`config.mk`:
```
export PLATFORM = sky130hd
export DESIGN_NAME = move_to_front_rank_table
export DESIGN_NICKNAME = d
export VERILOG_FILES = /design/src/hdl/mtfr_pkg.sv /design/src/hdl/mtfr_ctrl.sv /design/src/hdl/mtfr_dp.sv /design/src/hdl/move_to_front_rank_table.sv
export VERILOG_INCLUDE_DIRS = /design/src /design/src/hdl
export SDC_FILE = /design/constraint.sdc
export NUM_CORES = 2
export LEC_CHECK = 0
export BUFFER_PORTS_ARGS = -buffer_cell sky130_fd_sc_hd__buf_4
export CAP_MARGIN = 20
export CORE_MARGIN = 5
export CORE_UTILIZATION = 49
export DETAILED_ROUTE_END_ITERATION = 8
export PLACE_DENSITY = 0.64
export SLEW_MARGIN = 20
export SYNTH_ARGS = -nofsm -noshare
export SYNTH_HDL_FRONTEND = slang
export SYNTH_HIERARCHICAL = 1
export SYNTH_SLANG_ARGS = --single-unit
```
`constraint.sdc`:
```
create_clock -name clock -period 20.7 [get_ports clock]
set_input_delay 2.07 -clock clock [delete_from_list [all_inputs] [get_ports clock]]
set_output_delay 2.07 -clock clock [all_outputs]
set_load 0.02 [all_outputs]
```
`src/hdl/move_to_front_rank_table_defines.svh`:
```
`ifndef MOVE_TO_FRONT_RANK_TABLE_DEFINES_SVH
`define MOVE_TO_FRONT_RANK_TABLE_DEFINES_SVH

// Same-cycle implication, disabled while reset is high.
`define MTFR_ASSERT_NOW(label, clk, rst, ante, cons) \
   label: assert property (@(posedge clk) disable iff (rst) (ante) |-> (cons)) \
      else $error("move_to_front_rank_table: same-cycle check failed");

// Next-cycle implication, disabled while reset is high.
`define MTFR_ASSERT_NEXT(label, clk, rst, ante, cons) \
   label: assert property (@(posedge clk) disable iff (rst) (ante) |=> (cons)) \
      else $error("move_to_front_rank_table: next-cycle check failed");

`endif

```
`src/hdl/mtfr_pkg.sv`:
```
package mtfr_pkg;

   localparam int COLOR_W = 7;

   localparam logic KIND_LOAD  = 1'b0;
   localparam logic KIND_QUERY = 1'b1;

   typedef enum logic [2:0] {
      ST_IDLE,
      ST_FETCH,
      ST_BEFORE,
      ST_SWEEP,
      ST_FLUSH,
      ST_DONE
   } state_type;

   typedef struct packed {
      logic load;        // perform a load request this cycle
      logic capture;     // latch the color of a query request
      logic rd_query;    // read the queried color's entry
      logic take_before; // latch the read data as the old position
      logic sweep_rd;    // read the entry at the sweep counter and advance
      logic out_load;    // move the old position into the output register
   } cmd_type;

   typedef struct packed {
      logic color_ok;
      logic sweep_last;
      logic out_free;
   } status_type;

endpackage

```
`src/hdl/mtfr_ctrl.sv`:
```
`include "move_to_front_rank_table_defines.svh"

module mtfr_ctrl
   import mtfr_pkg::*;
(
   input  logic       clock,
   input  logic       reset,
   input  logic       req_tvalid,
   input  logic       req_tuser,
   output logic       req_tready,
   input  status_type status,
   output cmd_type    cmd
);

   state_type state_ff;
   state_type state_in;
   logic      accept;

   assign req_tready = (state_ff == ST_IDLE);
   assign accept     = req_tvalid && req_tready;

   always_ff @(posedge clock) begin
      if (reset) begin
         state_ff <= ST_IDLE;
      end else begin
         state_ff <= state_in;
      end
   end

   always_comb begin
      state_in = state_ff;
      unique case (state_ff)
         ST_IDLE: begin
            if (accept && req_tuser == KIND_QUERY) begin
               state_in = ST_FETCH;
            end
         end
         ST_FETCH: begin
            if (status.color_ok) begin
               state_in = ST_BEFORE;
            end else begin
               state_in = ST_DONE;
            end
         end
         ST_BEFORE: state_in = ST_SWEEP;
         ST_SWEEP: begin
            if (status.sweep_last) begin
               state_in = ST_FLUSH;
            end
         end
         ST_FLUSH: state_in = ST_DONE;
         ST_DONE: begin
            if (status.out_free) begin
               state_in = ST_IDLE;
            end
         end
         default: state_in = ST_IDLE;
      endcase
   end

   always_comb begin
      cmd = '0;
      unique case (state_ff)
         ST_IDLE: begin
            cmd.load    = accept && (req_tuser == KIND_LOAD);
            cmd.capture = accept && (req_tuser == KIND_QUERY);
         end
         ST_FETCH:  cmd.rd_query    = status.color_ok;
         ST_BEFORE: cmd.take_before = 1'b1;
         ST_SWEEP:  cmd.sweep_rd    = 1'b1;
         ST_FLUSH:  cmd = '0;
         ST_DONE:   cmd.out_load    = status.out_free;
         default:   cmd = '0;
      endcase
   end

   `MTFR_ASSERT_NOW(a_out_free, clock, reset, cmd.out_load, status.out_free)
   `MTFR_ASSERT_NEXT(a_sweep_end, clock, reset,
      (state_ff == ST_SWEEP) && status.sweep_last, state_ff == ST_FLUSH)
   `MTFR_ASSERT_NEXT(a_bad_color, clock, reset,
      (state_ff == ST_FETCH) && !status.color_ok, state_ff == ST_DONE)

endmodule

```
`src/hdl/mtfr_dp.sv`:
```
`include "move_to_front_rank_table_defines.svh"

module mtfr_dp
   import mtfr_pkg::*;
#(
   parameter int NUM_COLORS    = 64,
   parameter int POSITION_BITS = 16,
   parameter int TDATA_W       = 16
)
(
   input  logic               clock,
   input  logic               reset,
   input  logic [COLOR_W-1:0] req_color,
   input  cmd_type            cmd,
   output status_type         status,
   input  logic               rsp_tready,
   output logic               rsp_tvalid,
   output logic [TDATA_W-1:0] rsp_tdata
);

   localparam int IDX_W = (NUM_COLORS > 1) ? $clog2(NUM_COLORS) : 1;
   localparam logic [POSITION_BITS-1:0] POS_MAX = '1;
   localparam logic [POSITION_BITS-1:0] POS_ONE = POSITION_BITS'(1);
   localparam logic [IDX_W-1:0] IDX_LAST = IDX_W'(NUM_COLORS - 1);

   logic [POSITION_BITS-1:0] mem [NUM_COLORS];
   logic [NUM_COLORS-1:0]    valid_ff;

   logic [POSITION_BITS-1:0] rd_data_ff;
   logic                     rd_vld_ff;
   logic [IDX_W-1:0]         rd_addr;
   logic                     rd_en;

   logic                     wr_en;
   logic [IDX_W-1:0]         wr_addr;
   logic [POSITION_BITS-1:0] wr_data;

   logic [8:0]               color_x;
   logic                     color_ok;
   logic [IDX_W-1:0]         color_idx;

   logic [IDX_W-1:0]         idx_ff;
   logic                     ok_ff;
   logic [POSITION_BITS-1:0] before_ff;
   logic [POSITION_BITS-1:0] before_in;
   logic [POSITION_BITS-1:0] count_ff;
   logic [POSITION_BITS-1:0] count_in;
   logic [IDX_W-1:0]         sweep_ff;
   logic [IDX_W-1:0]         pend_addr_ff;
   logic                     pend_ff;
   logic [POSITION_BITS-1:0] entry;
   logic                     rsp_valid_ff;
   logic [POSITION_BITS-1:0] rsp_data_ff;
   logic                     out_free;

   assign color_x   = 9'(req_color);
   assign color_ok  = (color_x != 9'd0) && (color_x <= 9'(NUM_COLORS));
   assign color_idx = IDX_W'(color_x - 9'd1);

   assign entry    = rd_vld_ff ? rd_data_ff : '0;
   assign count_in = count_ff + POS_ONE;
   assign out_free = !rsp_valid_ff || rsp_tready;

   assign rd_en   = cmd.rd_query || cmd.sweep_rd;
   assign rd_addr = cmd.rd_query ? idx_ff : sweep_ff;

   // Sweep write-back lands in the cycle after its read; loads use the port when idle.
   always_comb begin
      wr_en   = 1'b0;
      wr_addr = pend_addr_ff;
      wr_data = entry + POS_ONE;
      if (pend_ff) begin
         if (pend_addr_ff == idx_ff) begin
            wr_en   = 1'b1;
            wr_data = POS_ONE;
         end else if (entry < before_ff) begin
            wr_en   = 1'b1;
         end
      end else if (cmd.load && count_ff != POS_MAX && color_ok && !valid_ff[color_idx]) begin
         wr_en   = 1'b1;
         wr_addr = color_idx;
         wr_data = count_in;
      end
   end

   always_ff @(posedge clock) begin
      if (wr_en) begin
         mem[wr_addr] <= wr_data;
      end
      if (rd_en) begin
         rd_data_ff <= mem[rd_addr];
      end
   end

   always_comb begin
      before_in = before_ff;
      if (cmd.capture) begin
         before_in = '0;
      end else if (cmd.take_before) begin
         before_in = entry;
      end
   end

   always_ff @(posedge clock) begin
      if (reset) begin
         valid_ff     <= '0;
         count_ff     <= '0;
         pend_ff      <= 1'b0;
         rsp_valid_ff <= 1'b0;
         rd_vld_ff    <= 1'b0;
      end else begin
         if (wr_en) begin
            valid_ff[wr_addr] <= 1'b1;
         end
         if (cmd.load && count_ff != POS_MAX) begin
            count_ff <= count_in;
         end
         if (rd_en) begin
            rd_vld_ff <= valid_ff[rd_addr];
         end
         pend_ff <= cmd.sweep_rd;
         if (cmd.out_load) begin
            rsp_valid_ff <= 1'b1;
         end else if (rsp_tready) begin
            rsp_valid_ff <= 1'b0;
         end
      end
   end

   always_ff @(posedge clock) begin
      if (cmd.capture) begin
         idx_ff <= color_idx;
         ok_ff  <= color_ok;
      end
      before_ff <= before_in;
      if (cmd.take_before) begin
         sweep_ff <= '0;
      end else if (cmd.sweep_rd) begin
         sweep_ff <= sweep_ff + IDX_W'(1);
      end
      if (cmd.sweep_rd) begin
         pend_addr_ff <= sweep_ff;
      end
      if (cmd.out_load) begin
         rsp_data_ff <= before_ff;
      end
   end

   assign status.color_ok   = ok_ff;
   assign status.sweep_last = (sweep_ff == IDX_LAST);
   assign status.out_free   = out_free;

   assign rsp_tvalid = rsp_valid_ff;
   assign rsp_tdata  = TDATA_W'(rsp_data_ff);

   `MTFR_ASSERT_NOW(a_one_writer, clock, reset, pend_ff, !cmd.load)
   `MTFR_ASSERT_NEXT(a_valid_set, clock, reset, wr_en, valid_ff[$past(wr_addr)])
   `MTFR_ASSERT_NEXT(a_count_mono, clock, reset, !reset, count_ff >= $past(count_ff))

endmodule

```
`src/hdl/move_to_front_rank_table.sv`:
```
// Channel  Ports                    Direction  Contents
// req      req_tvalid/tready/tdata  in         tuser = kind, tdata = color
//          req_tuser
// rsp      rsp_tvalid/tready/tdata  out        tdata = position (one per query)
//
// A load is accepted and, if its color is in range and new and the deck is not full,
// written to the table in the same cycle. A query does one table read for the old
// position, then a sweep over the two-port table memory, one entry read per cycle and
// written back if below the old position or queried; out of range skips the sweep.
// Reset is synchronous and clears the per-entry valid bits, so no clearing pass runs.
// A result held by rsp_tready low stalls only the end of the next query; loads go on.
module move_to_front_rank_table
   import mtfr_pkg::*;
#(
   parameter int NUM_COLORS    = 64,
   parameter int POSITION_BITS = 16,
   localparam int TDATA_W      = ((POSITION_BITS + 7) / 8) * 8
)
(
   input  logic               clock,
   input  logic               reset,
   input  logic               req_tvalid,
   output logic               req_tready,
   input  logic [7:0]         req_tdata,   // [6:0] color, [7] zero
   input  logic               req_tuser,   // [0] kind
   output logic               rsp_tvalid,
   input  logic               rsp_tready,
   output logic [TDATA_W-1:0] rsp_tdata    // [POSITION_BITS-1:0] position, rest zero
);

   cmd_type    cmd;
   status_type status;

   mtfr_ctrl u_ctrl (
      .clock      (clock),
      .reset      (reset),
      .req_tvalid (req_tvalid),
      .req_tuser  (req_tuser),
      .req_tready (req_tready),
      .status     (status),
      .cmd        (cmd)
   );

   mtfr_dp #(
      .NUM_COLORS    (NUM_COLORS),
      .POSITION_BITS (POSITION_BITS),
      .TDATA_W       (TDATA_W)
   ) u_dp (
      .clock      (clock),
      .reset      (reset),
      .req_color  (req_tdata[COLOR_W-1:0]),
      .cmd        (cmd),
      .status     (status),
      .rsp_tready (rsp_tready),
      .rsp_tvalid (rsp_tvalid),
      .rsp_tdata  (rsp_tdata)
   );

endmodule

```
# After elaboration in Yosys (flattened, before gate mapping)
# Memories as Yosys holds them, arrays and structs flattened. A register that Yosys moved wholly into a read port is not among the register bits.
# Cells that the tools add are included.
# W data, S select, Z words.
[word_totals]
word_cells = 83
n_memories = 1
in_bits = 13
regBits = 137
mem_bits_rw = 1024
[op_classes]
eq_ne = 11
magnitude_cmp = 6
reduce_logical = 16
n_mux = 31
bitwise_logic = 2
add_sub_neg = 4
[mem_list]
columns = ["memory", "depth", "width", "rd", "rd_clocked_by_memory_dff", "wr", "line_no", "source"]
rows = [
  ["u_dp.mem", 64, 16, 1, 1, 1, "mtfr_dp.sv:26", "logic [POSITION_BITS-1:0] mem [NUM_COLORS];"],
]
[ops]
columns = ["cell", "count"]
rows = [
  ["$mux W16", 4],
  ["$or A64 B64 Y64", 1],
  ["$add A16 B1 Y16 const B", 2],
  ["$lt A6 B7 Y1 const B", 3],
  ["$mux W6", 3],
  ["$pmux W3 S6", 1],
  ["$lt A16 B16 Y1", 1],
  ["$ne A16 B16 Y1 const B", 1],
  ["$mux W1", 15],
  ["$bmux W1 S6", 2],
  ["$mux W3", 4],
  ["$reduce_bool A9 Y1", 1],
  ["$logic_and A1 B1 Y1", 8],
  ["$le A7 B7 Y1 const B", 1],
  ["$add A6 B1 Y6 const B", 1],
  ["$demux W1 S6", 1],
  ["$eq A3 B2 Y1 const B", 2],
  ["$eq A3 B3 Y1 const B", 2],
  ["$eq A6 B6 Y1", 1],
  ["$eq A6 B6 Y1 const B", 1],
  ["$ge A6 B1 Y1 const B", 1],
  ["$sub A6 B1 Y6 const B", 1],
  ["$ne A2 B2 Y1 const B", 2],
  ["$eq A3 B1 Y1 const B", 1],
  ["other kinds (8)", 10],
]

# Logic depth before layout (Yosys ltp)
[logic_depth]
ltp_word = 14
mapped_depth = 16
mapped_depth_nobuf = 11

# Cells and area by module
# Netlist, hierarchy kept.
[modules_own_cells]
columns = ["mod", "n_inst", "seq_area_each_um2", "cells_per_inst", "area_per_inst_um2"]
rows = [
  ["mtfr_dp", 1, 34202.8, 2627, 47546.9],
  ["mtfr_ctrl", 1, 60.1, 33, 312.8],
]

# Worst setup path before layout
# OpenSTA, ideal clock, no wires.
[synth_path]
kind = "input-to-reg"
start = "input req_tdata[0]"
end = "memory u_dp.mem[0][13], data pin"
required_ns = 19.978
n_path_buf = 5
setup_slack_ns = 12.434
arrival_ns = 7.544
setup_time_ns = 0.722
stages = 15
cell_sequence = "buf_4 -> clkinv_1 -> ha_1 -> buf_2 -> inv_2 -> mux4_2 -> o32ai_1 -> nor4_1 -> or2_1 -> buf_4 -> nor3_2 -> buf_6 -> buf_4 -> a21oi_1 -> a211oi_1"
[synth_via]
elab_chain_cells = 7
word_cells_on_any_way = 11
classes_between = "add/sub (1); order compare (1); mux (4); reduce/logical (5)"
[synth_rtl]
columns = ["element", "line_no", "source"]
rows = [
  ["from (decl)", "move_to_front_rank_table.sv:24", "input logic [7:0] req_tdata,"],
  ["$sub A6 B1 Y6", "mtfr_dp.sv:58", "assign color_idx = IDX_W'(color_x - 9'd1);"],
  ["net u_dp.color_idx[0]", "mtfr_dp.sv:40", "logic [IDX_W-1:0] color_idx;"],
  ["$bmux W1 S6", "mtfr_dp.sv:79", "end else if (cmd.load && count_ff != POS_MAX && color_ok && !valid_ff[color_idx]) begin"],
  ["$mux W1 (not written as such)", "mtfr_dp.sv:79", ""],
  ["$logic_not A1 Y1", "mtfr_dp.sv:79", ""],
  ["$logic_and A1 B1 Y1", "mtfr_dp.sv:79", ""],
  ["$mux W16", "mtfr_dp.sv:79", ""],
  ["$mux W16", "mtfr_dp.sv:72", "if (pend_ff) begin"],
  ["net u_dp.wr_data[13]", "mtfr_dp.sv:36", "logic [POSITION_BITS-1:0] wr_data;"],
  ["to (decl)", "mtfr_dp.sv:26", ""],
]
# The timed path passes the listed nets, and every way through them passes these cells. The select of a mux whose other input is x is not followed.

# Worst setup path after layout
[layout_path]
start = "input req_tdata[0]"
end = "memory u_dp.mem[30][2], data pin"
# The elaborated chain is that of the path after synthesis.

==> impl_metrics.json <==
{
  "row_count": 114,
  "synth_edf_count": 1069,
  "drv_slew": 0,
  "synth_area_leaders": "edfxtp_1 (67%), mux4_2 (13%), dfxtp_1 (4.5%), a211oi_1 (1.5%), nand2_1 (1.4%)",
  "tightest_slew_ns": 1.08,
  "combPwrFrac_pct": 18.6,
  "period_share_pct": 35.8,
  "grt_util_met3_pct": 3.62,
  "ys_types": 72,
  "cts_resized": 0,
  "grt_pass1_wl_um": 168000,
  "overflow": 0,
  "setup_violations": 0,
  "synthFlopType": "edfxtp_1",
  "nFillCells": 7273,
  "power.density_mw_per_mm2": 108,
  "r2r-end": "u_dp/rd_data_ff[3]",
  "pre_cts_slack_ns": 12.78,
  "clk_pin_slew_worst_paths_ns": 0.06,
  "cts_tree": "done",
  "period_minus_slack_ns": 7.42,
  "finClkSkew_ns": 0.0217,
  "dieArea_mm2": 0.104,
  "antenna_cells": 0,
  "synth_nets": 2693,
  "path_class": "input port to flip-flop",
  "drt_iter0_drc": 2687,
  "dp_hpwl_um": 64600,
  "worstReg2RegStart": "u_ctrl/state_ff[1]",
  "die_width_um": 323,
  "clkPwrFrac_pct": 35.7,
  "worst_slack_ns": 13.28,
  "hold_class": "flip-flop to flip-flop",
  "fin_tns_setup_ns": 0,
  "cts-hold-fix-buffers": 0,
  "vdd_drop_max_mv": 0.0882,
  "mostFrequentLayoutCells": "edfxtp_1 (1,069), mux4_2 (285), nand2_1 (174), buf_4 (140), nor2_1 (134)",
  "synth_cells": 2660,
  "met1_usage_pct": 31.1,
  "crit_start": "req_tdata[0]",
  "antenna_found_initial": 0,
  "wire_per_inst_um": 27.0,
  "pin_count": 31,
  "cts_setup_buffers": 0,
  "clockBufferDepth": 3,
  "worstSetupEndpoint": "u_dp/mem[30][2]",
  "port_buffers": 29,
  "vias": 25500,
  "die_height_um": 323,
  "clk_latency_ns": 0.69,
  "dp.cells": 3915,
  "ys_ff_latch": 1177,
  "syn_area_mm2": 0.0479,
  "status": "completed",
  "async_flop_share_pct": 0,
  "stdcell_area_mm2": 0.0540,
  "placed_area_mm2": 0.0502,
  "grt_pass1_vias": 25900,
  "grt_max_degree": 139,
  "nets": 2790,
  "switching_power_mw": 1.49,
  "slew-limit-headroom_pct": 27.4,
  "grt_util_all_layers_pct": 21.5,
  "final_cells": 4136,
  "start_util_pct": 49.4,
  "hold_viol": 0,
  "synth-seq-area-share_pct": 71.6,
  "drive_gt1_share_pct": 22.9,
  "crit_path_end_kind": "flip-flop",
  "routed_via_density": 6.17,
  "remaining_drc_errors": 0,
  "worst_ep_arrival_time_ns": 7.85,
  "fmax_mhz": 135,
  "flow.area_growth_from_synthesis_pct": 12.8,
  "drv_cap": 0,
  "hold_path_depth": 0,
  "ant_nets": 0,
  "htree_levels": 3,
  "r2r_setup_slack_ns": 14.66,
  "yosysTopAreaCellShare_pct": 67.1,
  "yosys_warnings": 6,
  "p_sw_share_pct": 25.7,
  "clkSinkCount": 1177,
  "drt_pre_antenna_iters": 6,
  "numCtsBuffers": 116,
  "ff2ff_path_depth": 13,
  "gp_congestion": 0.857,
  "p_int_mw": 4.32,
  "cts_root_buf": "clkbuf_16",
  "seqPwrFrac_pct": 45.7,
  "rsz0062_at_grt": "no",
  "required_ns": 21.13,
  "yosys.area.top_type": "edfxtp_1",
  "syn_avg_cell_area_um2": 18.0,
  "top_usage_layer": "met2",
  "crit_fanout": 33,
  "core_mm2": 0.0969,
  "whs_ns": 0.462,
  "final_common_cell": "edfxtp_1",
  "critPathLaunchType": "input port",
  "grt_use_met2_pct": 34.0,
  "routed_wl_um": 112000,
  "power.leakage_nw": 17.4
}
==> cells in the mapped netlist, drive strengths merged, types with 26 or more instances <==
master	number
mux4	285
a21oi	54
mux2i	46
clkbuf	103
buf	65
xnor2	29
nand2	174
and2	81
a211oi	98
a311oi	34
a31oi	42
edfxtp	1069
inv	43
xor2	26
nand3	28
nor2	136
o2bb2ai	54
dfxtp	108
==> per-stage QoR <==
stage / utilization (%) / power [mW]
3_5_place_dp: 51.8 / 3.80
4_1_cts: 55.7 / 5.87
2_1_floorplan: - / 3.51
6_report: 55.8 / 5.82
5_1_grt: 55.8 / 6.04
3_3_place_gp: 51.8 / 3.78
==> critical path: stages <==
cell      delay, ns
buf_4          0.25
clkinv_1       0.42
ha_1           1.00
inv_2          0.33
mux4_2         0.52
o32ai_1        0.30
nor4_1         0.15
nor2_1         0.31
nand3_1        0.77
o21ai_4        1.14
buf_4          0.52
==> kinds of logic (layout without fill, tap and decap cells) <==
logic type | after synthesis | in the layout | synth area share, %
DFF | 1177 | 1177 | 71.6
and+or+nand+nor | 506 | 506 | 5.09
AOI/OAI and AO/OA | 356 | 356 | 5.50
muxes | 333 | 333 | 14.4
buffers and inverters | 213 | 413 | 1.87
xor gates and xnor gates | 55 | 55 | 1.01
adders and majority gates | 20 | 20 | 0.523
==> cell type report <==
| cell class | instances | area [um2] | share of cell area, % |
|---|---|---|---|
| flip-flops and latches | 1177 | 34300 | 63.4 |
| repair buffers | 147 | 1170 | 2.16 |
| inverters | 45 | 169 | 0.313 |
| well taps | 1276 | 1600 | 2.96 |
| clock buffers | 144 | 3140 | 5.82 |
| clock inverters | 77 | 656 | 1.21 |
| multi-input cells | 1270 | 13000 | 24.1 |
==> flip-flops by register name, indices dropped and copies added, names as in the netlist <==
| name | cells |
|---|---|
| u_dp/pend_ff | 1 |
| u_dp/before_ff | 16 |
| u_dp/rd_vld_ff | 1 |
| u_dp/valid_ff | 64 |
| u_ctrl/state_ff | 3 |
| u_dp/rsp_tdata | 16 |
| u_dp/rsp_tvalid | 1 |
| u_dp/sweep_ff | 6 |
| u_dp/count_ff | 16 |
| u_dp/mem | 1024 |
| u_dp/pend_addr_ff | 6 |
| u_dp/idx_ff | 6 |
| u_dp/ok_ff | 1 |
| u_dp/rd_data_ff | 16 |
==> how the worst min path moves through the flow <==
stage | end | startpoint
final | u_dp/rsp_tdata[4] | u_dp/before_ff[4]
after global routing | u_dp/rsp_tdata[1] | u_dp/before_ff[1]
after CTS | u_dp/rsp_tdata[4] | u_dp/before_ff[4]
after detailed placement | u_dp/rsp_tdata[4] | u_dp/before_ff[4]
after global placement | u_dp/rsp_tdata[4] | u_dp/before_ff[4]
after floorplan | u_dp/rsp_tdata[0] | u_dp/before_ff[0]
==> power by group through the flow <==
stage | combinational (mW) | clock [mW] | sequential [mW]
after global routing | 1.17 | 2.22 | 2.66
after detailed placement | 1.09 | 0 | 2.71
after global placement | 1.08 | 0 | 2.70
after floorplan | 0.815 | 0 | 2.70
final | 1.08 | 2.08 | 2.66
after CTS | 1.10 | 2.12 | 2.66
==> per-layer routing <==
metal,vias to the layer above,part of all wire [%]
li1,11000,-
met1,13300,42
met2,1060,48
met3,177,7.8
met4,0,2.9
met5,-,0
(Power assumes the default switching activity.)
